File: src/design/sha1_pkg.sv
`timescale 1ns / 1ps
// ---------------------------------------------------------------------------
// SHA-1 stream hasher package
// Shared constants, types and round helpers for controller and datapath.
// ---------------------------------------------------------------------------
package sha1_pkg;

    localparam int unsigned BLOCK_BYTES = 64;
    localparam int unsigned ROUNDS      = 80;

    localparam logic [31:0] H0 = 32'h67452301;
    localparam logic [31:0] H1 = 32'hefcdab89;
    localparam logic [31:0] H2 = 32'h98badcfe;
    localparam logic [31:0] H3 = 32'h10325476;
    localparam logic [31:0] H4 = 32'hc3d2e1f0;

    localparam logic [7:0] PAD_BYTE = 8'h80;
    localparam logic [5:0] LEN_POS  = 6'd56;

    // byte source for the buffer write port
    typedef enum logic [1:0] {
        t_SRC_DATA = 2'd0,
        t_SRC_PAD  = 2'd1,
        t_SRC_ZERO = 2'd2,
        t_SRC_LEN  = 2'd3
    } t_src;

    // controller -> datapath
    typedef struct packed {
        logic       buf_we;      // write one byte into the block buffer
        logic [5:0] buf_addr;
        t_src       buf_src;
        logic [2:0] len_sel;     // which length byte, 0 = most significant
        logic       cnt_inc;     // advance byte count
        logic       cmp_start;   // begin compression of the buffer
        logic       out_load;    // load digest into output shift register
        logic       out_shift;   // move to next digest word
        logic       clear;       // return to initial state
    } t_cmd;

    // datapath -> controller
    typedef struct packed {
        logic       cmp_busy;
        logic [5:0] cnt_low;     // byte count modulo 64
    } t_status;

    function automatic logic [31:0] round_k(input logic [6:0] rnd);
        if (rnd < 7'd20) return 32'h5a827999;
        else if (rnd < 7'd40) return 32'h6ed9eba1;
        else if (rnd < 7'd60) return 32'h8f1bbcdc;
        else return 32'hca62c1d6;
    endfunction

    function automatic logic [31:0] round_f(input logic [6:0] rnd, input logic [31:0] b,
                                            input logic [31:0] c, input logic [31:0] d);
        if (rnd < 7'd20) return (b & c) | (~b & d);
        else if (rnd >= 7'd40 && rnd < 7'd60) return (b & c) | (b & d) | (c & d);
        else return b ^ c ^ d;
    endfunction

endpackage

File: src/design/sha1_datapath.sv
`timescale 1ns / 1ps
// ---------------------------------------------------------------------------
// SHA-1 datapath
// Block buffer, byte counter, one-round-per-cycle compression, digest output.
// ---------------------------------------------------------------------------
module sha1_datapath (
    input  logic              i_clk,
    input  logic              i_rst_n,
    input  sha1_pkg::t_cmd    i_cmd,
    input  logic [7:0]        i_byte,
    output sha1_pkg::t_status o_status,
    output logic [31:0]       o_word
);

    // block buffer: 16 words of 4 bytes, written one byte a cycle while buf_we is set
    logic [31:0] r_buf [16];
    logic [63:0] r_cnt;
    logic [31:0] r_h [5];
    logic [31:0] r_a, r_b, r_c, r_d, r_e;
    logic [31:0] r_w [16];
    logic [6:0]  r_rnd;
    logic        r_busy;
    logic [31:0] r_out [5];

    logic [63:0] bits;
    logic [7:0]  wr_byte;
    logic [31:0] w_new, w_cur, t_sum;
    logic [3:0]  widx;

    assign bits = {r_cnt[60:0], 3'b000};

    // byte to be written
    always_comb begin
        case (i_cmd.buf_src)
            sha1_pkg::t_SRC_DATA: wr_byte = i_byte;
            sha1_pkg::t_SRC_PAD:  wr_byte = sha1_pkg::PAD_BYTE;
            sha1_pkg::t_SRC_ZERO: wr_byte = 8'h00;
            sha1_pkg::t_SRC_LEN:  wr_byte = bits[8'(7 - i_cmd.len_sel) * 8 +: 8];
            default:              wr_byte = 8'h00;
        endcase
    end

    always_ff @(posedge i_clk) begin
        if (i_cmd.buf_we) begin
            r_buf[i_cmd.buf_addr[5:2]][8'(3 - i_cmd.buf_addr[1:0]) * 8 +: 8] <= wr_byte;
        end
    end

    // message schedule held in a 16-word window
    assign widx  = r_rnd[3:0];
    assign w_new = {r_w[13] ^ r_w[8] ^ r_w[2] ^ r_w[0]} << 1
                 | (r_w[13] ^ r_w[8] ^ r_w[2] ^ r_w[0]) >> 31;
    assign w_cur = (r_rnd < 7'd16) ? r_w[widx] : w_new;
    assign t_sum = {r_a[26:0], r_a[31:27]} + sha1_pkg::round_f(r_rnd, r_b, r_c, r_d)
                 + r_e + w_cur + sha1_pkg::round_k(r_rnd);

    // compression rounds and chaining value
    always_ff @(posedge i_clk) begin
        if (!i_rst_n || i_cmd.clear) begin
            r_busy <= 1'b0;
            r_rnd  <= '0;
            r_cnt  <= '0;
            r_h[0] <= sha1_pkg::H0; r_h[1] <= sha1_pkg::H1; r_h[2] <= sha1_pkg::H2;
            r_h[3] <= sha1_pkg::H3; r_h[4] <= sha1_pkg::H4;
        end else begin
            if (i_cmd.cnt_inc) r_cnt <= r_cnt + 64'd1;
            if (i_cmd.cmp_start) begin
                r_busy <= 1'b1;
                r_rnd  <= '0;
                r_a <= r_h[0]; r_b <= r_h[1]; r_c <= r_h[2]; r_d <= r_h[3]; r_e <= r_h[4];
                for (int i = 0; i < 16; i++) r_w[i] <= r_buf[i];
            end else if (r_busy) begin
                r_e <= r_d;
                r_d <= r_c;
                r_c <= {r_b[1:0], r_b[31:2]};
                r_b <= r_a;
                r_a <= t_sum;
                if (r_rnd >= 7'd16) begin
                    for (int i = 0; i < 15; i++) r_w[i] <= r_w[i + 1];
                    r_w[15] <= w_new;
                end
                if (r_rnd == 7'(sha1_pkg::ROUNDS - 1)) begin
                    r_busy <= 1'b0;
                    r_h[0] <= r_h[0] + t_sum;
                    r_h[1] <= r_h[1] + r_a;
                    r_h[2] <= r_h[2] + {r_b[1:0], r_b[31:2]};
                    r_h[3] <= r_h[3] + r_c;
                    r_h[4] <= r_h[4] + r_d;
                end
                r_rnd <= r_rnd + 7'd1;
            end
        end
    end

    // digest shift register
    always_ff @(posedge i_clk) begin
        if (i_cmd.out_load) begin
            for (int i = 0; i < 5; i++) r_out[i] <= r_h[i];
        end else if (i_cmd.out_shift) begin
            for (int i = 0; i < 4; i++) r_out[i] <= r_out[i + 1];
            r_out[4] <= '0;
        end
    end

    assign o_word            = r_out[0];
    assign o_status.cmp_busy = r_busy;
    assign o_status.cnt_low  = r_cnt[5:0];

endmodule

File: src/design/sha1_ctrl.sv
`timescale 1ns / 1ps
// ---------------------------------------------------------------------------
// SHA-1 controller
// Input handshake, block sequencing, padding steps and digest emission.
// ---------------------------------------------------------------------------
module sha1_ctrl (
    input  logic              i_clk,
    input  logic              i_rst_n,
    input  logic              i_valid,
    output logic              o_ready,
    input  logic              i_present,
    input  logic              i_end,
    input  sha1_pkg::t_status i_status,
    output sha1_pkg::t_cmd    o_cmd,
    output logic              o_valid,
    input  logic              i_ready,
    output logic [2:0]        o_index
);

    typedef enum logic [2:0] {
        S_IDLE, S_WAIT, S_PAD, S_FILL, S_LEN, S_FIN, S_OUT
    } t_state;

    t_state      r_state, n_state;
    logic [5:0]  r_addr, n_addr;
    logic        r_end, n_end;
    logic        r_valid, n_valid;
    logic [2:0]  r_idx, n_idx;
    logic        r_go, n_go;       // compression pending start
    logic        acc;

    assign acc     = i_valid && o_ready;
    assign o_ready = (r_state == S_IDLE);
    assign o_valid = r_valid;
    assign o_index = r_idx;

    always_comb begin
        n_state = r_state;
        n_addr  = r_addr;
        n_end   = r_end;
        n_valid = r_valid;
        n_idx   = r_idx;
        n_go    = 1'b0;
        o_cmd   = '0;
        o_cmd.buf_addr = r_addr;
        o_cmd.buf_src  = sha1_pkg::t_SRC_DATA;
        o_cmd.cmp_start = r_go;
        case (r_state)
            S_IDLE: begin
                o_cmd.buf_addr = i_status.cnt_low;
                if (acc) begin
                    n_end = i_end;
                    if (i_present) begin
                        o_cmd.buf_we  = 1'b1;
                        o_cmd.cnt_inc = 1'b1;
                        if (i_status.cnt_low == 6'd63) begin
                            n_go = 1'b1;
                            n_state = S_WAIT;
                        end else if (i_end) begin
                            n_addr  = i_status.cnt_low + 6'd1;
                            n_state = S_PAD;
                        end
                    end else if (i_end) begin
                        n_addr  = i_status.cnt_low;
                        n_state = S_PAD;
                    end
                end
            end
            S_WAIT: begin
                if (!r_go && !i_status.cmp_busy) begin
                    n_addr  = '0;
                    n_state = r_end ? S_PAD : S_IDLE;
                end
            end
            S_PAD: begin
                o_cmd.buf_we  = 1'b1;
                o_cmd.buf_src = sha1_pkg::t_SRC_PAD;
                n_addr = r_addr + 6'd1;
                if (r_addr == 6'd63) begin
                    n_go = 1'b1; n_state = S_FILL;   // length needs a second block
                end else begin
                    n_state = S_FILL;
                end
            end
            S_FILL: begin
                // zero up to the length field; wait first if a block is running
                if (r_go || i_status.cmp_busy) begin
                    n_state = S_FILL;
                end else if (r_addr == sha1_pkg::LEN_POS) begin
                    n_state = S_LEN;
                end else begin
                    o_cmd.buf_we  = 1'b1;
                    o_cmd.buf_src = sha1_pkg::t_SRC_ZERO;
                    n_addr = r_addr + 6'd1;
                    // pad byte past the length field: close this block first
                    if (r_addr == 6'd63) begin
                        n_go = 1'b1;
                    end
                end
            end
            S_LEN: begin
                o_cmd.buf_we  = 1'b1;
                o_cmd.buf_src = sha1_pkg::t_SRC_LEN;
                o_cmd.len_sel = r_addr[2:0];
                n_addr = r_addr + 6'd1;
                if (r_addr == 6'd63) begin
                    n_go = 1'b1; n_state = S_FIN;
                end
            end
            S_FIN: begin
                if (!r_go && !i_status.cmp_busy) begin
                    o_cmd.out_load = 1'b1;
                    n_valid = 1'b1;
                    n_idx   = '0;
                    n_state = S_OUT;
                end
            end
            S_OUT: begin
                if (r_valid && i_ready) begin
                    o_cmd.out_shift = 1'b1;
                    n_idx = r_idx + 3'd1;
                    if (r_idx == 3'd4) begin
                        n_valid = 1'b0;
                        o_cmd.clear = 1'b1;
                        n_state = S_IDLE;
                    end
                end
            end
            default: n_state = S_IDLE;
        endcase
    end

    always_ff @(posedge i_clk) begin
        if (!i_rst_n) begin
            r_state <= S_IDLE;
            r_addr  <= '0;
            r_end   <= 1'b0;
            r_valid <= 1'b0;
            r_idx   <= '0;
            r_go    <= 1'b0;
        end else begin
            r_state <= n_state;
            r_addr  <= n_addr;
            r_end   <= n_end;
            r_valid <= n_valid;
            r_idx   <= n_idx;
            r_go    <= n_go;
        end
    end

endmodule

File: src/design/sha1_stream_hasher.sv
`timescale 1ns / 1ps
// A byte that completes a block holds the input until its 80 compression rounds,
//   one per cycle, are done; other bytes, unless they end the message, leave it ready.
// An end request runs padding (up to 72 buffer writes) and one or two blocks,
//   then five digest words leave one per accepted output request.
// Reset (i_rst_n low, synchronous) restores the SHA-1 initial values.
// ---------------------------------------------------------------------------
// SHA-1 stream hasher top level
// Byte stream in, five 32-bit digest words out per message.
// ---------------------------------------------------------------------------
module sha1_stream_hasher (
    input  logic        i_clk,
    input  logic        i_rst_n,
    input  logic        s_axis_tvalid,
    output logic        s_axis_tready,
    input  logic [7:0]  s_axis_tdata,   // [7:0] message_byte
    input  logic        s_axis_tuser,   // [0] byte_present
    input  logic        s_axis_tlast,   // end_of_message
    output logic        m_axis_tvalid,
    input  logic        m_axis_tready,
    output logic [39:0] m_axis_tdata,   // [31:0] digest_word, [34:32] word_index
    output logic        m_axis_tlast    // last_word
);

    sha1_pkg::t_cmd    cmd;
    sha1_pkg::t_status status;
    logic [31:0]       word;
    logic [2:0]        idx;

    sha1_ctrl u_ctrl (
        .i_clk     (i_clk),
        .i_rst_n   (i_rst_n),
        .i_valid   (s_axis_tvalid),
        .o_ready   (s_axis_tready),
        .i_present (s_axis_tuser),
        .i_end     (s_axis_tlast),
        .i_status  (status),
        .o_cmd     (cmd),
        .o_valid   (m_axis_tvalid),
        .i_ready   (m_axis_tready),
        .o_index   (idx)
    );

    sha1_datapath u_dp (
        .i_clk    (i_clk),
        .i_rst_n  (i_rst_n),
        .i_cmd    (cmd),
        .i_byte   (s_axis_tdata),
        .o_status (status),
        .o_word   (word)
    );

    assign m_axis_tdata = {5'b0, idx, word};
    assign m_axis_tlast = (idx == 3'd4);

endmodule

File: config.mk
export PLATFORM = sky130hd
export DESIGN_NAME = sha1_stream_hasher
export DESIGN_NICKNAME = d
export VERILOG_FILES = /design/src/design/sha1_pkg.sv /design/src/design/sha1_datapath.sv /design/src/design/sha1_ctrl.sv /design/src/design/sha1_stream_hasher.sv
export SDC_FILE = /design/constraint.sdc
export NUM_CORES = 2
export LEC_CHECK = 0
export BUFFER_PORTS_ARGS = -buffer_cell sky130_fd_sc_hd__clkbuf_2
export CAP_MARGIN = 30
export CORE_ASPECT_RATIO = 1.2
export CORE_MARGIN = 1.5
export CORE_UTILIZATION = 52
export DETAILED_ROUTE_END_ITERATION = 8
export PLACE_DENSITY = 0.75
export SYNTH_ARGS = -nofsm -noshare
export SYNTH_HDL_FRONTEND = slang
export SYNTH_SLANG_ARGS = --single-unit
File: constraint.sdc
create_clock -name i_clk -period 35.3 [get_ports i_clk]
set_input_delay 7.06 -clock i_clk [delete_from_list [all_inputs] [get_ports i_clk]]
set_output_delay 7.06 -clock i_clk [all_outputs]
set_load 0.03 [all_outputs]
# Word-level counts from Yosys, hierarchy flattened

Memory sizes are Yosys's and may differ from the RTL's. A register that Yosys moved wholly into a read port is not among the register bits.
Index checks and enable logic that the tools add are counted.

Bits in registers: 247
Bits in writable memories: 1344
Memories kept: 4

$add $sub $neg: 17
Magnitude comparators: 6
Eq/ne operators: 26
Shift-type cells: 3
Multiplexer cells: 122
Bitwise operators: 41
Reductions and logical operators: 22

Memories:

| name       | depth | bits a word | rd ports | clocked after memory_dff | wr ports | RTL line            | source |
|---|---|---|---|---|---|---|---|
| u_dp.r_buf | 16    | 32          | 16       | 0                        | 1        | sha1_datapath.sv:16 | `logic [31:0] r_buf [16];` |
| u_dp.r_w   | 16    | 32          | 17       | 1                        | 16       | sha1_datapath.sv:20 | `logic [31:0] r_w [16];` |
| u_dp.r_h   | 5     | 32          | 5        | 0                        | 5        | sha1_datapath.sv:18 | `logic [31:0] r_h [5];` |
| u_dp.r_out | 5     | 32          | 5        | 0                        | 5        | sha1_datapath.sv:23 | `logic [31:0] r_out [5];` |

Operators with widths:

| cell                      | number |
|---|---|
| $mux W32                  | 42 |
| $add A32 B32 Y32          | 9 |
| $xor A32 B32 Y32          | 5 |
| $and A32 B32 Y32          | 4 |
| $or A32 B32 Y32           | 3 |
| $add A64 B1 Y64 const B   | 1 |
| $shiftx A64 B12 Y8        | 1 |
| $mux W6                   | 9 |
| $mux W3                   | 14 |
| $mux W1                   | 41 |
| $neg A11 Y34              | 1 |
| $shift A8 B34 Y32 const A | 1 |
| $shiftx A8 B34 Y32        | 1 |
| $not A32 Y32              | 1 |
| $or A32 B1 Y32            | 1 |
| $pmux W8 S4               | 1 |
| $mux W31                  | 1 |
| $or A1 B1 Y1              | 26 |
| $pmux W6 S4               | 1 |
| $pmux W3 S7               | 1 |
| $eq A6 B6 Y1 const B      | 3 |
| $lt A7 B5 Y1 const B      | 2 |
| $lt A7 B6 Y1 const B      | 2 |
| $add A6 B1 Y6 const B     | 2 |
| other kinds (36)          | 64 |

# Longest topological paths before layout

Depth in word-level cells: 11
Gate-level depth with buffers: 38
Mapped depth without buffers: 35

# By module

A second synthesis with hierarchy kept.

Cell total of the unflattened synthesis: 5470
Area total of the unflattened synthesis: 78731.8 µm²

Modules (own cells, without submodules):

| module             | instances | cells each | area an instance (µm²) | sequential area each (µm²) |
|---|---|---|---|---|
| sha1_datapath      | 1         | 5284       | 77425.5                | 46624.7 |
| sha1_ctrl          | 1         | 179        | 1252.5                 | 300.3 |
| sha1_stream_hasher | 1         | 7          | 53.8                   | 0.0 |

# Worst setup path after synthesis

Ideal clock, no wire load.

Path type: input-to-reg
Start: input m_axis_tready
End: memory u_dp.r_w[0][0], enable pin
Data arrival time: 17121 ps
Path slack: 14485 ps
Stages on the path: 8
Path through: nand2_1 > nor3_1 > a21boi_0 > nand2_1 > clkbuf_1 > clkbuf_1 > buf_2 > nand2_1

RTL lines:

| what        | RTL line                 | source |
|---|---|---|
| from (decl) | sha1_stream_hasher.sv:20 | `input logic m_axis_tready,` |
| to (decl)   | sha1_datapath.sv:20      |  |

==> flow_metrics.tcl <==
set metrics [dict create \
    status "completed" \
    ys_warn_count 0 \
    cts-resized-gates 0 \
    synth_area_mm2 0.0792 \
    nets 6229 \
    die_w_um 359 \
    regArea_mm2 0.0469 \
    dp_slack_ps 23530 \
    clk_pin_slew_worst_paths_ps 60 \
    maxSlewHeadroom_pct 17.6 \
    grt_antenna_before_repair 6 \
    clk_latency_ps 800 \
    clock_skew_ps 31.8 \
    grt_start_max_net_pins 186 \
    drt_pass1_iterations 8 \
    numCtsBuffers 162 \
    cpMaxStageDelayCell "a21boi_0" \
    fmaxAchievable_mhz 90.2 \
    grt_pass1_wl_um 287000 \
    crit_fanout 174 \
    drc_errors 0 \
    ys.flop_type "edfxtp_1" \
    rsz0062_at_grt "false" \
    place_hpwl_um 122000 \
    setup_viol 0 \
    cts_hold_buf 0 \
    synthArstFlopShare_pct 0 \
    gr-total-overflow 0 \
    period_share_pct 31.4 \
    ir_worst_vdd_mv 0.0457 \
    hold_path.class "register to register" \
    critPathMaxStageDelay_ps 840 \
    cts-root-buf "clkbuf_16" \
    crit_type "input pin to register" \
    worstSetupStartpointType "input pin" \
    placementRows 156 \
    yosys.area.top_type_share_pct 57.0 \
    synth_area_leaders "edfxtp_1, mux2_2, mux4_2, ha_1, nand2_1" \
    path_cells "clkbuf_2 -> a21boi_0 -> nand2_4 -> nand2_4 -> buf_16 -> buf_12 -> buf_4 -> buf_16" \
    die_area_mm2 0.155 \
    grt_pass1_vias 48500 \
    r2r_cells 33 \
    tns_ps 0 \
    synth_commonest_cells "edfxtp_1, nand2_1, mux2_2" \
    fin_crit_ps 11080 \
    fin_ws_ps 24220 \
    hold_path.startpoint "u_ctrl.r_end$_SDFFE_PN0P_" \
    hold-path-cell-count 2 \
    multi_input_area_mm2 0.0304 \
    cts_sinks 1592 \
    fin_cells 7968 \
    port-buffer-count 51 \
    first_iter_violations 4991 \
    crit_path_end_kind "register" \
    p_leak_nw 30.1 \
    dp_cells 7661 \
    cts_buffer_depth 3 \
    postCtsSetupBuffers 0 \
    syn_to_final_growth_pct 10.3 \
    synth_most_common_cell "edfxtp_1" \
    synth_seq_cells 1592 \
    layout-drive-gt1-share_pct 20.9 \
    htree_levels 4 \
    cts_tree "built" \
    core_mm2 0.151 \
    synthCells 5777 \
    syn_area_per_cell_um2 13.7 \
    start_util_pct 52.5 \
    worst_slew_pin_slew_ps 1240 \
    hold_path_end "u_ctrl.r_end$_SDFFE_PN0P_" \
    grt_usage_pct 24.3 \
    die_h_um 431 \
    synth_top_cell_by_area "edfxtp_1" \
    yosysSeqAreaShare_pct 59.3 \
    wl_per_cell_um 23.7 \
    critPathArrivalTime_ps 11520 \
    r2r_setup_slack_ps 25320 \
    holdWs_ps 478 \
    rr_endpoint "u_dp.r_h[0][30]$_SDFFCE_PN1P_" \
    postRouteAntennaNets 0 \
    hold_viol_final 0 \
    ios 57 \
    fill_cells 11600 \
    crit_required_ps 35740 \
    synth.distinct_cells 91 \
    synth_edf_count 1504 \
    wl_um 189000 \
    viasPerCell 5.99 \
    cap_viol_max_count 0 \
    powerDensity_mw_per_mm2 46.5 \
    num_vias 47700 \
    slew_violations 0 \
    gp_congestion 0.894 \
]
worst max-delay path, delay by kind of cell:
family          cells  cell delay [ps]
buf+inv             5             2100
simple gates        2             1130
compound gates      1              840
state kept, by name, indices dropped and copies added (netlist names), 3 cells and up, named ones only:
register,flops
u_dp.r_buf,512
u_dp.r_out,160
u_dp.r_b,32
u_dp.r_w,512
u_dp.r_cnt,61
u_ctrl.o_index,3
u_dp.r_rnd,7
u_ctrl.r_addr,6
u_dp.r_d,32
u_ctrl.r_state,3
u_dp.r_a,32
u_dp.r_h,160
u_dp.r_c,32
u_dp.r_e,32
worst max path at each step:
stage | from | cells past startpoint | slack, ps | end
global placement | i_rst_n | 6 | 23080 | u_dp.r_w[10][26]$_DFFE_PP_
global route | i_rst_n | 8 | 24040 | u_dp.r_w[9][27]$_DFFE_PP_
CTS | i_rst_n | 8 | 24330 | u_dp.r_w[6][26]$_DFFE_PP_
finish | i_rst_n | 8 | 24220 | u_dp.r_w[7][26]$_DFFE_PP_
floorplan | m_axis_tready | 8 | 14480 | u_dp.r_w[0][0]$_DFFE_PP_
detailed placement | i_rst_n | 8 | 23530 | u_dp.r_w[11][26]$_DFFE_PP_
cells in the final DEF (no fill, tap or decap), drive strengths merged, types with 11 or more instances in the layout:
| cell type | n |
|---|---|
| o211ai | 11 |
| bufinv | 15 |
| and3 | 33 |
| clkinv | 64 |
| fa | 124 |
| o21ai | 197 |
| dfxtp | 88 |
| mux4 | 161 |
| o31ai | 23 |
| a21o | 89 |
| edfxtp | 1504 |
| ha | 233 |
| nand2b | 27 |
| xnor2 | 191 |
| mux2i | 18 |
| inv | 208 |
| nand3 | 74 |
| or2 | 13 |
| xor2 | 109 |
| o21a | 21 |
| nor2 | 327 |
| and2 | 82 |
| and4 | 13 |
| nand2 | 701 |
| a31oi | 34 |
| nor2b | 72 |
| a21boi | 18 |
| nor3 | 75 |
| mux2 | 615 |
| a211oi | 35 |
| buf | 133 |
| nand4 | 28 |
| a21oi | 222 |
| clkbuf | 254 |
| o21bai | 16 |
| or3 | 37 |
logic make-up after synthesis:
| kind of cell | share of synthesized area [%] |
|---|---|
| xor gates and xnor gates | 3.32 |
| AOI/OAI and AO/OA | 5.97 |
| buffers and inverters | 2.50 |
| other | 0.00474 |
| DFF | 59.3 |
| and+or+nand+nor | 8.59 |
| muxes | 13.6 |
| adders and majority gates | 6.82 |
report_power, final:
group          switching [mW]  total [mW]  internal, mW
sequential             0.0164        2.13          2.12
clock                   0.735        1.71         0.976
combinational           0.163       0.214        0.0508
per-stage QoR:
stage / util (%) / instance area (um^2) / total power, mW
floorplan: - / 79200 / 2.29
global placement: 54.1 / 81700 / 2.37
detailed placement: 54.3 / 82000 / 2.38
CTS: 57.8 / 87200 / 4.07
global route: 57.9 / 87300 / 4.16
finish: 57.9 / 87300 / 4.06
area by class of cell:
class	count	share of cell area, %
tap	1975	2.83
inverter	200	0.860
clock buffer	201	4.92
sequential	1592	53.8
multi-input combinational	3716	34.8
timing repair buffer	186	1.75
clock inverter	95	1.05
antenna	3	0.00860
metal layers:
layer	vias up	wire length (um)	track usage [%]
li1	21500	-	-
met1	24200	76000	31.6
met2	1682	93100	40.8
met3	364	11400	3.16
met4	2	8340	10.9
met5	-	14	0
(Power assumes the default switching activity.)
